<file path="config.mk">
export PLATFORM = sky130hd
export DESIGN_NAME = software_timer_table_scheduler
export DESIGN_NICKNAME = d
export VERILOG_FILES = /design/src/design/stts_pkg.sv /design/src/design/stts_ram.sv /design/src/design/software_timer_table_scheduler.sv
export SDC_FILE = /design/constraint.sdc
export NUM_CORES = 2
export LEC_CHECK = 0
export ABC_AREA = 1
export BUFFER_PORTS_ARGS = -buffer_cell sky130_fd_sc_hd__buf_2
export CORE_ASPECT_RATIO = 0.6
export CORE_MARGIN = 2
export CORE_UTILIZATION = 50
export DETAILED_ROUTE_END_ITERATION = 7
export PLACE_DENSITY = 0.63
export SYNTH_ARGS = -nofsm -noshare
export SYNTH_HDL_FRONTEND = slang
export SYNTH_SLANG_ARGS = --single-unit
</file>
<file path="constraint.sdc">
create_clock -name clock -period 14.75 [get_ports clock]
set_clock_uncertainty 0.2 [all_clocks]
set_input_delay 1.475 -clock clock [delete_from_list [all_inputs] [get_ports clock]]
set_output_delay 1.475 -clock clock [all_outputs]
set_load 0.02 [all_outputs]
</file>
<file path="src/design/stts_pkg.sv">
// Package for the timer table scheduler: request/response types, codes.
// No dependencies.
package stts_pkg;
   localparam int TIMERS_DEFAULT = 16;

   typedef enum logic [2:0] {
      CMD_ARM_AT = 3'd0, CMD_ARM_IN = 3'd1, CMD_ARM_EVERY = 3'd2,
      CMD_DISCHARGE = 3'd3, CMD_UNWARP = 3'd4, CMD_RUN = 3'd5
   } cmd_type;

   typedef enum logic [2:0] {
      KIND_OK = 3'd0, KIND_FULL = 3'd1, KIND_NOT_FOUND = 3'd2,
      KIND_FIRE = 3'd3, KIND_DELAY = 3'd4, KIND_NONE = 3'd5
   } kind_type;

   typedef struct packed {
      logic [2:0]  cmd;
      logic [15:0] timer_key;
      logic [63:0] time_value;
      logic [63:0] now_us;
   } req_type;

   typedef struct packed {
      logic [2:0]  result_kind;
      logic [15:0] fired_key;
      logic [63:0] delay_us;
      logic        last;
   } rsp_type;

   typedef enum logic [3:0] {
      ST_IDLE, ST_SRCH_RD, ST_SRCH_CHK, ST_WALK_RD, ST_WALK_CHK,
      ST_COMP_WR, ST_EMIT, ST_REPLY, ST_FINAL
   } state_type;

   function automatic logic [63:0] sat_add(input logic [63:0] a, input logic [63:0] b);
      logic [64:0] s;
      s = {1'b0, a} + {1'b0, b};
      return s[64] ? {64{1'b1}} : s[63:0];
   endfunction
endpackage

</file>
<file path="src/design/stts_ram.sv">
// Generic single-port-write, single-read RAM with registered read.
// No dependencies.
module stts_ram #(
   parameter int WIDTH = 8,
   parameter int DEPTH = 16,
   parameter int AW    = (DEPTH > 1) ? $clog2(DEPTH) : 1
) (
   input  logic             clock,
   input  logic             wr_en,
   input  logic [AW-1:0]    wr_addr,
   input  logic [WIDTH-1:0] wr_data,
   input  logic [AW-1:0]    rd_addr,
   output logic [WIDTH-1:0] rd_data
);
   logic [WIDTH-1:0] mem_ff [DEPTH];

   always_ff @(posedge clock) begin
      if (wr_en) mem_ff[wr_addr] <= wr_data;
      rd_data <= mem_ff[rd_addr];
   end
endmodule

</file>
<file path="src/design/software_timer_table_scheduler.sv">
// Timer table scheduler top level. Uses stts_pkg and stts_ram.
// One request at a time, accepted only while idle. Arm and discharge search
// the table entry by entry (a read step, then a compare step) up to the
// matching entry or the end of the table; unwarp walks every live entry with
// a read and a check step each; run walks every live entry with a read, a
// check and a compaction write step each, plus an emit step per fired timer.
// An accept step, a step to close the walk or search and a response step
// come on top, and any response stall lengthens these. The single read port
// of the entry memory is why entries are read one at a time. The table is
// compacted in place during that walk; no clearing pass exists after reset.
module software_timer_table_scheduler #(
   parameter int TIMERS = stts_pkg::TIMERS_DEFAULT
) (
   input  logic              clock,
   input  logic              reset,
   input  logic              req_valid,
   output logic              req_stall,
   input  stts_pkg::req_type req_data,
   output logic              rsp_valid,
   input  logic              rsp_stall,
   output stts_pkg::rsp_type rsp_data
);
   localparam int AW = (TIMERS > 1) ? $clog2(TIMERS) : 1;
   localparam int CW = $clog2(TIMERS + 1);
   localparam int EW = 16 + 64 + 64 + 1;

   stts_pkg::state_type state_ff, state_in;
   stts_pkg::req_type   req_ff, req_in;
   logic [CW-1:0] count_ff, count_in, idx_ff, idx_in, wp_ff, wp_in;
   logic [63:0]   min_ff, min_in;
   logic          have_ff, have_in;
   stts_pkg::rsp_type rsp_ff, rsp_in;
   logic          rv_ff, rv_in;
   logic [EW-1:0] pend_ff, pend_in;

   logic          wr_en;
   logic [AW-1:0] wr_addr, rd_addr;
   logic [EW-1:0] wr_data, rd_data;

   stts_ram #(.WIDTH(EW), .DEPTH(TIMERS), .AW(AW)) u_ram (
      .clock(clock), .wr_en(wr_en), .wr_addr(wr_addr), .wr_data(wr_data),
      .rd_addr(rd_addr), .rd_data(rd_data));

   logic [15:0] e_key;
   logic [63:0] e_due, e_per;
   logic        e_arm;
   assign {e_key, e_due, e_per, e_arm} = rd_data;

   logic out_free;
   assign out_free = !rv_ff || !rsp_stall;
   assign req_stall = (state_ff != stts_pkg::ST_IDLE);
   assign rsp_valid = rv_ff;
   assign rsp_data = rsp_ff;

   logic [63:0] nd, fd, ud;
   always_comb begin
      nd = stts_pkg::sat_add(e_due, e_per);
      fd = (nd < req_ff.now_us) ? stts_pkg::sat_add(req_ff.now_us, e_per) : nd;
      ud = stts_pkg::sat_add(req_ff.now_us, e_per);
   end

   always_comb begin
      state_in = state_ff;
      case (state_ff)
         stts_pkg::ST_IDLE:
            if (req_valid) begin
               if (req_data.cmd inside {stts_pkg::CMD_ARM_AT, stts_pkg::CMD_ARM_IN,
                     stts_pkg::CMD_ARM_EVERY, stts_pkg::CMD_DISCHARGE})
                  state_in = stts_pkg::ST_SRCH_RD;
               else if (req_data.cmd inside {stts_pkg::CMD_UNWARP, stts_pkg::CMD_RUN})
                  state_in = stts_pkg::ST_WALK_RD;
               else state_in = stts_pkg::ST_REPLY;
            end
         stts_pkg::ST_SRCH_RD:
            state_in = (idx_ff >= count_ff) ? stts_pkg::ST_REPLY : stts_pkg::ST_SRCH_CHK;
         stts_pkg::ST_SRCH_CHK:
            state_in = (e_key == req_ff.timer_key) ? stts_pkg::ST_REPLY
                                                    : stts_pkg::ST_SRCH_RD;
         stts_pkg::ST_WALK_RD:
            state_in = (idx_ff >= count_ff) ? stts_pkg::ST_FINAL : stts_pkg::ST_WALK_CHK;
         stts_pkg::ST_WALK_CHK:
            if (req_ff.cmd == stts_pkg::CMD_RUN && e_arm && e_due <= req_ff.now_us)
               state_in = stts_pkg::ST_EMIT;
            else if (req_ff.cmd == stts_pkg::CMD_RUN) state_in = stts_pkg::ST_COMP_WR;
            else state_in = stts_pkg::ST_WALK_RD;
         stts_pkg::ST_EMIT:
            if (out_free) state_in = stts_pkg::ST_COMP_WR;
         stts_pkg::ST_COMP_WR: state_in = stts_pkg::ST_WALK_RD;
         stts_pkg::ST_REPLY, stts_pkg::ST_FINAL:
            if (out_free) state_in = stts_pkg::ST_IDLE;
         default: state_in = stts_pkg::ST_IDLE;
      endcase
   end

   always_comb begin
      req_in = req_ff; count_in = count_ff; idx_in = idx_ff; wp_in = wp_ff;
      min_in = min_ff; have_in = have_ff; pend_in = pend_ff;
      rsp_in = rsp_ff; rv_in = rv_ff && rsp_stall;
      wr_en = 1'b0; wr_addr = idx_ff[AW-1:0]; wr_data = rd_data;
      rd_addr = idx_ff[AW-1:0];
      case (state_ff)
         stts_pkg::ST_IDLE:
            if (req_valid) begin
               req_in = req_data; idx_in = '0; wp_in = '0; have_in = 1'b0;
            end
         stts_pkg::ST_SRCH_CHK:
            if (e_key != req_ff.timer_key) idx_in = idx_ff + 1'b1;
         stts_pkg::ST_WALK_CHK: begin
            pend_in = rd_data;
            if (req_ff.cmd == stts_pkg::CMD_UNWARP) begin
               if (e_per != '0 && e_due < ud) begin
                  wr_en = 1'b1; wr_data = {e_key, ud, e_per, e_arm};
               end
               idx_in = idx_ff + 1'b1;
            end else if (e_arm && e_due <= req_ff.now_us) begin
               pend_in = {e_key, fd, e_per, e_per != '0};
            end
         end
         stts_pkg::ST_EMIT:
            if (out_free) begin
               rv_in = 1'b1;
               rsp_in = '{stts_pkg::KIND_FIRE, pend_ff[EW-1 -: 16], 64'd0, 1'b0};
            end
         stts_pkg::ST_COMP_WR: begin
            idx_in = idx_ff + 1'b1;
            if (pend_ff[0]) begin
               wr_en = 1'b1; wr_addr = wp_ff[AW-1:0]; wr_data = pend_ff;
               wp_in = wp_ff + 1'b1;
               if (!have_ff || pend_ff[128:65] < min_ff) min_in = pend_ff[128:65];
               have_in = 1'b1;
            end
         end
         stts_pkg::ST_REPLY:
            if (out_free) begin
               rv_in = 1'b1;
               rsp_in = '{stts_pkg::KIND_OK, 16'd0, 64'd0, 1'b1};
               if (req_ff.cmd inside {stts_pkg::CMD_ARM_AT, stts_pkg::CMD_ARM_IN,
                     stts_pkg::CMD_ARM_EVERY}) begin
                  if (idx_ff >= count_ff && count_ff == CW'(TIMERS))
                     rsp_in.result_kind = stts_pkg::KIND_FULL;
                  else begin
                     wr_en = 1'b1;
                     if (idx_ff >= count_ff) count_in = count_ff + 1'b1;
                     if (req_ff.cmd == stts_pkg::CMD_ARM_AT)
                        wr_data = {req_ff.timer_key, req_ff.time_value, 64'd0, 1'b1};
                     else
                        wr_data = {req_ff.timer_key,
                           stts_pkg::sat_add(req_ff.now_us, req_ff.time_value),
                           (req_ff.cmd == stts_pkg::CMD_ARM_EVERY) ?
                              req_ff.time_value : 64'd0, 1'b1};
                  end
               end else if (req_ff.cmd == stts_pkg::CMD_DISCHARGE) begin
                  if (idx_ff >= count_ff) rsp_in.result_kind = stts_pkg::KIND_NOT_FOUND;
                  else begin
                     wr_en = 1'b1; wr_data = {e_key, e_due, e_per, 1'b0};
                  end
               end
            end
         stts_pkg::ST_FINAL:
            if (out_free) begin
               rv_in = 1'b1;
               rsp_in = '{stts_pkg::KIND_OK, 16'd0, 64'd0, 1'b1};
               if (req_ff.cmd == stts_pkg::CMD_RUN) begin
                  count_in = wp_ff;
                  if (!have_ff) rsp_in.result_kind = stts_pkg::KIND_NONE;
                  else begin
                     rsp_in.result_kind = stts_pkg::KIND_DELAY;
                     rsp_in.delay_us = (min_ff > req_ff.now_us) ?
                        min_ff - req_ff.now_us : 64'd0;
                  end
               end
            end
         default: ;
      endcase
   end

   always_ff @(posedge clock) begin
      if (reset) begin
         state_ff <= stts_pkg::ST_IDLE; count_ff <= '0; rv_ff <= 1'b0;
         idx_ff <= '0; wp_ff <= '0;
      end else begin
         state_ff <= state_in; count_ff <= count_in; rv_ff <= rv_in;
         idx_ff <= idx_in; wp_ff <= wp_in;
      end
      req_ff <= req_in; min_ff <= min_in;
      have_ff <= have_in; pend_ff <= pend_in; rsp_ff <= rsp_in;
   end

   a_count: assert property (@(posedge clock) disable iff (reset)
      count_ff <= CW'(TIMERS)) else $error("entry count above table size");
   a_hold: assert property (@(posedge clock) disable iff (reset)
      rv_ff && rsp_stall |=> rv_ff && $stable(rsp_ff)) else $error("response lost");
   a_wp: assert property (@(posedge clock) disable iff (reset)
      wp_ff <= idx_ff) else $error("compaction overtook read");
   a_busy: assert property (@(posedge clock) disable iff (reset)
      state_ff != stts_pkg::ST_IDLE |-> req_stall) else $error("accept while busy");
endmodule

</file>
# After elaboration in Yosys (flattened, before gate mapping)
# Memory sizes are Yosys's and may differ from the RTL's. A register that Yosys moved wholly into a read port is not among the register bits.
# Index checks and enable logic that the tools add are counted.
# totals
register_bits	461
ramBits	2320
input_bits	151
out_inout_bits	86
wordCells	167
n_memories	1
# classes
n_addsub	7
magnitude_cmp	6
n_eq_ne	33
muxes	72
reduce_logical	32
# memory_table
name	words	word_bits	rd	rd_ports_with_merged_regs	wr	line_no	source
u_ram.mem_ff	16	145	1	1	1	stts_ram.sv:15	logic [WIDTH-1:0] mem_ff [DEPTH];
# op_table
operator	count
2-to-1 mux 129 bit	5
2-to-1 mux 145 bit	4
2-to-1 mux 64 bit	8
one-hot mux 145 bit (3 select lines)	1
2-to-1 mux 84 bit	3
one-hot mux 84 bit (3 select lines)	1
adder 64 x 64 -> 65 bit	3
less-than comparator 64 bit	3
greater-than comparator 64 bit	1
<= comparator 64 bit	1
nonzero test 64 bit	1
subtractor 64 bit	1
2-to-1 mux 5 bit	10
one-hot mux 4 bit (8 select lines)	1
2-to-1 mux 3 bit	8
2-to-1 mux 4 bit	6
inequality test 2 bit, second input constant	12
one-hot mux 5 bit (2 select lines)	2
one-hot mux 5 bit (4 select lines)	1
2-to-1 mux 1 bit	18
equality test 16 bit	1
equality test 4 x 3 -> 1 bit, second input constant	4
inequality test 16 bit	1
adder 5 x 1 -> 5 bit, second input constant	3
other kinds (25)	51

# Logic depth before layout (Yosys ltp)
# depth
word_depth	9
depth_mapped	32
ltp_nobuf	30

# Cells and area by module
# A second synthesis with hierarchy kept.
# unflattened
hier_cells	15586
hier_area_um2	146371.6
# by_module_without_submodules
module	n_inst	cells_per_inst	area_each_um2	seq_area_each_um2
stts_ram	1	8815	99025.0	72569.6
software_timer_table_scheduler	1	6771	47346.7	13643.1

# Worst setup path after synthesis
# No wires, ideal clock.
# synth_timing
path_type	flip-flop to flip-flop
start	reg req_ff[0] in the netlist's numbering
end	mem u_ram.mem_ff[11][0] in the netlist's numbering (enable)
setup_ps	651
arrival_time_ps	10326
required_ps	13899
setup_slack_ps	3573
path_stages_with_launch	27
path_buffers	2
period_less_slack_ps	11177
path_cell_list	edfxtp_1 ha_1 fa_1 nand3_1 nand2_1 nand2_1 nand2_2 nand2_1 nand2_2 nand2_1 nand2_1 nand2_2 nand2_1 inv_1 clkbuf_1 nand2_1 nor2_1 ha_1 a21oi_1 nor2_1 or4_1 a2111oi_4 buf_2 nand3_4 nand2_4 nand2_2 nor2_1
# synth_between
elab_chain_len	9
# synth_lines
element	line_no	source
start: declaration	software_timer_table_scheduler.sv:28	stts_pkg::req_type req_ff, req_in;
start signal: assignment	software_timer_table_scheduler.sv:185	req_ff <= req_in; min_ff <= min_in;
adder 64 x 64 -> 65 bit	stts_pkg.sv:37	s = {1'b0, a} + {1'b0, b};
2-to-1 mux 64 bit	stts_pkg.sv:38	return s[64] ? {64{1'b1}} : s[63:0];
less-than comparator 64 bit	software_timer_table_scheduler.sv:111	if (e_per != '0 && e_due < ud) begin
logical AND 1 bit	software_timer_table_scheduler.sv:111	
2-to-1 mux 1 bit	software_timer_table_scheduler.sv:111	
2-to-1 mux 1 bit	software_timer_table_scheduler.sv:110	if (req_ff.cmd == stts_pkg::CMD_UNWARP) begin
one-hot mux 1 bit (3 select lines)	software_timer_table_scheduler.sv:101	case (state_ff)
2-to-1 mux 1 bit	stts_ram.sv:18	if (wr_en) mem_ff[wr_addr] <= wr_data;
2-to-1 mux 1 bit (implied by the code)	stts_ram.sv:18	
end: declaration	stts_ram.sv:15	
# Every way passes these cells.

# Worst setup path after layout
# layout_timing
start	reg req_ff[59] in the netlist's numbering
end	mem u_ram.mem_ff[3][82] in the netlist's numbering (enable)
# Same word-level chain as after synthesis.

==> summary.md <==
| Metric | Value |
|---|---|
| Outcome | `finished, violations left` |
| Failing checks | `DRC, capacitance limit, slew limit` |
| Post-Synth Adder-Cell Area | `0.0469` |
| Row cnt | `150` |
| Worst Path Max Fanout | `40` |
| Crit path DAT | `9.58 ns` |
| DR WL/cell | `about 31 um` |
| Initial Util | `0.502` |
| Synth Flop Type | `edfxtp_1` |
| Max-cap violations | `4` |
| Worst Setup End Kind | `register` |
| Total power | `37000 uW` |
| Ranking of synthesized cells by area | `edfxtp_1 60%, o21ai_0 5.9%, nor2_1 5.1%, ha_1 4.6%, nand2_1 4.6%` |
| Worst skew pair latency | `~0.92 ns` |
| PD cells | `between 200 and 250 nW/um^2` |
| Pin count of the biggest net entering global routing | `220` |
| Post-synth EDFFs | `between 2000 and 3000` |
| Initial antenna violation count | `31` |
| Worst setup margin | `roughly 5.5 ns` |
| Relative slew slack | `-0.0674` |
| Setup violators final | `0` |
| Mux share of post-synthesis cell area | `0` |
| Layout cell share with drive strength beyond 1 | `0.0738` |
| I/O pins | `roughly 240` |
| Period utilisation layout | `0.630` |
| Worst path required time | `between 15 and 20 ns` |
| Register area share after synthesis | `0.619` |
| Syn Area/Cell | `10.4 um^2` |
| Cell variety after synth | `between 60 and 70` |
| Synth area leader | `edfxtp_1` |
| Overall global routing resource usage | `0.373` |
| Compound-Gate Fraction of Synth Area | `0.145` |
| Synth Register Bits | `slightly below 3000` |
| CTS max path bufs | `4` |
| Post-Synth Simple-Gate Area | `0.134` |
| Max stage delay cell, worst path | `a21oi_2` |
| Root buf cell | `clkbuf_16` |
| GPL Wtd Cong | `approximately 1.1` |
| Drt pass-1 iters | `8` |
| Final slew viol count | `8` |
| End of the critical path | `u_ram.mem_ff[3][82]$_DFFE_PP_` |
| Most used cell, CP | `a21oi_1` |
| Top post-synthesis cells by count | `2761 x edfxtp_1, 1896 x nor2_1, 1713 x nand2_1, 1642 x o21ai_0, 1019 x inv_1` |
| RSZ-0062 raised after global routing | `no` |
| TNS Setup | `0 ns` |
| Area grow syn2layout | `10.9%` |
| Async SR Flop Fraction | `0` |
| Syn_nets | `around 14000` |
| PortBufs | `between 200 and 250` |
| # DRC | `21` |
| Clock net sink count | `a little under 3000` |
| PostCTS Resize Cnt | `0` |
| Final Hold Vio Count | `0` |
| Final WL | `approximately 540000 um` |
| First-pass GRT wire length | `about 750000 um` |
| Remaining Overflow, GRT | `0` |
| Hold buffer count at cts | `0` |
| Core ar. | `between 200000 and 300000 um^2` |
| Fin nets | `about 14000` |
| Static Leak | `0.0564 uW` |
| Vias per inst | `~6.3` |
| Reg-to-Reg End | `u_ram.mem_ff[3][82]$_DFFE_PP_` |
| Fmax | `108 MHz` |
| Synth warn | `0` |
| Starting DRT DRC Count | `~17000` |
| Num CTS Buffers | `between 200 and 300` |
| Cells after synthesis | `between 10000 and 15000` |
| Xor and xnor fraction of the mapped netlist area | `0.00880` |
| Pre-CTS WS | `just under 6 ns` |
| Netlist Area Pre-Place | `139000 um^2` |
| DP HPWL | `~360000 um` |
| Die height | `about 410 um` |
| Peak VDD IR | `around 0.00034 V` |
| Reg2reg path depth | `25` |
| Synth top area share | `0.595` |
| Setup CP Type | `register to register` |
| Die area | `283000 um^2` |
| Crit. Startpoint | `req_ff[59]$_DFFE_PP_` |
| Count leader, synth | `edfxtp_1` |
| CTS clk-pin slew, worst paths | `about 0.060 ns` |
| Reg2reg start | `req_ff[59]$_DFFE_PP_` |
| H-Tree Depth | `5` |
| Remaining antenna violation count after routing | `0` |
| Least-Margin Pin Slew | `~1.6 ns` |
| CTS tree | `done` |
| Max stage delay on crit path | `a little under 0.9 ns` |
| Vias in the first global route | `about 100k` |
| Fin crit period | `around 9.3 ns` |
| Postcts setup bufs | `0` |
| Post-route core utilization | `0.556` |
| Die W | `685 um` |
| Startpoint class of the critical path | `register` |
| Total number of vias | `around 110k` |
| Largest family of logic cells by synthesized area | `compound AO/OA/AOI/OAI gates` |
| HP Class | `register to register` |
| Reg2reg setup slack | `around 5.5 ns` |
-- stage by stage --
stage          instance area [um^2]  cells  hold WS (ns)
5_1_grt                      155000  17500         0.290
3_3_place_gp                 145000  16900         0.255
6_report                     155000  17500         0.269
2_1_floorplan                139000  13400         0.230
4_1_cts                      154000  17400         0.273
3_5_place_dp                 145000  16900         0.257
-- layout make-up --
cell class	count	area, um^2
clock buffer	377	7810
multi-input combinational	8737	46900
sequential	2926	86200
antenna	42	105
clock inverter	136	1500
fill	23700	123000
timing repair buffer	501	3440
inverter	1039	3950
tap	3724	4660
-- cell families (layout without fill, tap and decap cells) --
group | count (synthesis) | after routing
adder cells (fa/ha/maj) | 520 | 520
AO/OA/AOI/OAI | 3512 | 3512
AND/OR/NAND/NOR | 4565 | 4565
XOR/XNOR | 140 | 140
buffers and inverters | 1714 | 2053
flip-flops | 2926 | 2926
other | 0 | 42
-- state kept, by name, summed over array words and instances, names as in the netlist --
| register | count |
|---|---|
| pend_ff | 145 |
| min_ff | 64 |
| count_ff | 5 |
| rsp_data | 84 |
| state_ff | 4 |
| rsp_valid | 1 |
| idx_ff | 5 |
| have_ff | 1 |
| wp_ff | 5 |
| u_ram.mem_ff | 2320 |
| req_ff | 147 |
| u_ram.rd_data | 145 |
-- how the worst min path moves through the flow --
stage                                  end                        from  slack [ns]  depth (start not counted)
global route        pend_ff[131]$_DFFE_PP_  u_ram.rd_data[131]$_DFF_P_        0.29                          0
global placement    pend_ff[139]$_DFFE_PP_  u_ram.rd_data[139]$_DFF_P_        0.26                          0
floorplan           pend_ff[131]$_DFFE_PP_  u_ram.rd_data[131]$_DFF_P_        0.23                          0
CTS                 pend_ff[131]$_DFFE_PP_  u_ram.rd_data[131]$_DFF_P_        0.27                          0
finish              pend_ff[131]$_DFFE_PP_  u_ram.rd_data[131]$_DFF_P_        0.27                          0
detailed placement  pend_ff[131]$_DFFE_PP_  u_ram.rd_data[131]$_DFF_P_        0.26                          0
-- critical path: cells and delay by family, from the launching register on --
family,cells,cell delay [ns]
flops,1,0.45
fa+ha+maj,2,0.77
simple gates,9,2.23
compound gates,9,2.71
buf+inv,5,2.33
-- power by group --
| group | switching, uW | internal, uW |
|---|---|---|
| Clock | 3250 | 4270 |
| Sequential | 746 | 11000 |
| Combinational | 13300 | 4440 |
-- layer usage --
metal  wire length, um  GRT usage  part of all wire  vias up
li1                  -          -                 -    48400
met1            232000      0.541              0.43    54600
met2            222000      0.517              0.41     6768
met3             64500      0.111              0.12      946
met4             25800      0.160             0.047       10
met5               294    0.00686           0.00054        -
-- cells in the final DEF, fill, tap and decap left out, drive strengths merged, types with 16 or more instances in the layout --
master  instances
o221ai        260
o21bai         16
xnor2          51
nand4          66
buf           501
clkinv         93
bufinv         30
nor3           68
a22oi          35
o21ai        1667
edfxtp       2761
inv          1045
nand2        1727
a21o           41
a211oi         23
ha            516
xor2           89
a21boi         17
dfxtp         165
o21a           44
a21oi         733
clkbuf        377
nand3         733
diode          42
o211ai        188
o22ai         344
a31oi         104
nor2         1898
nor4           39
No activity file was read; power rests on OpenSTA's default activity.
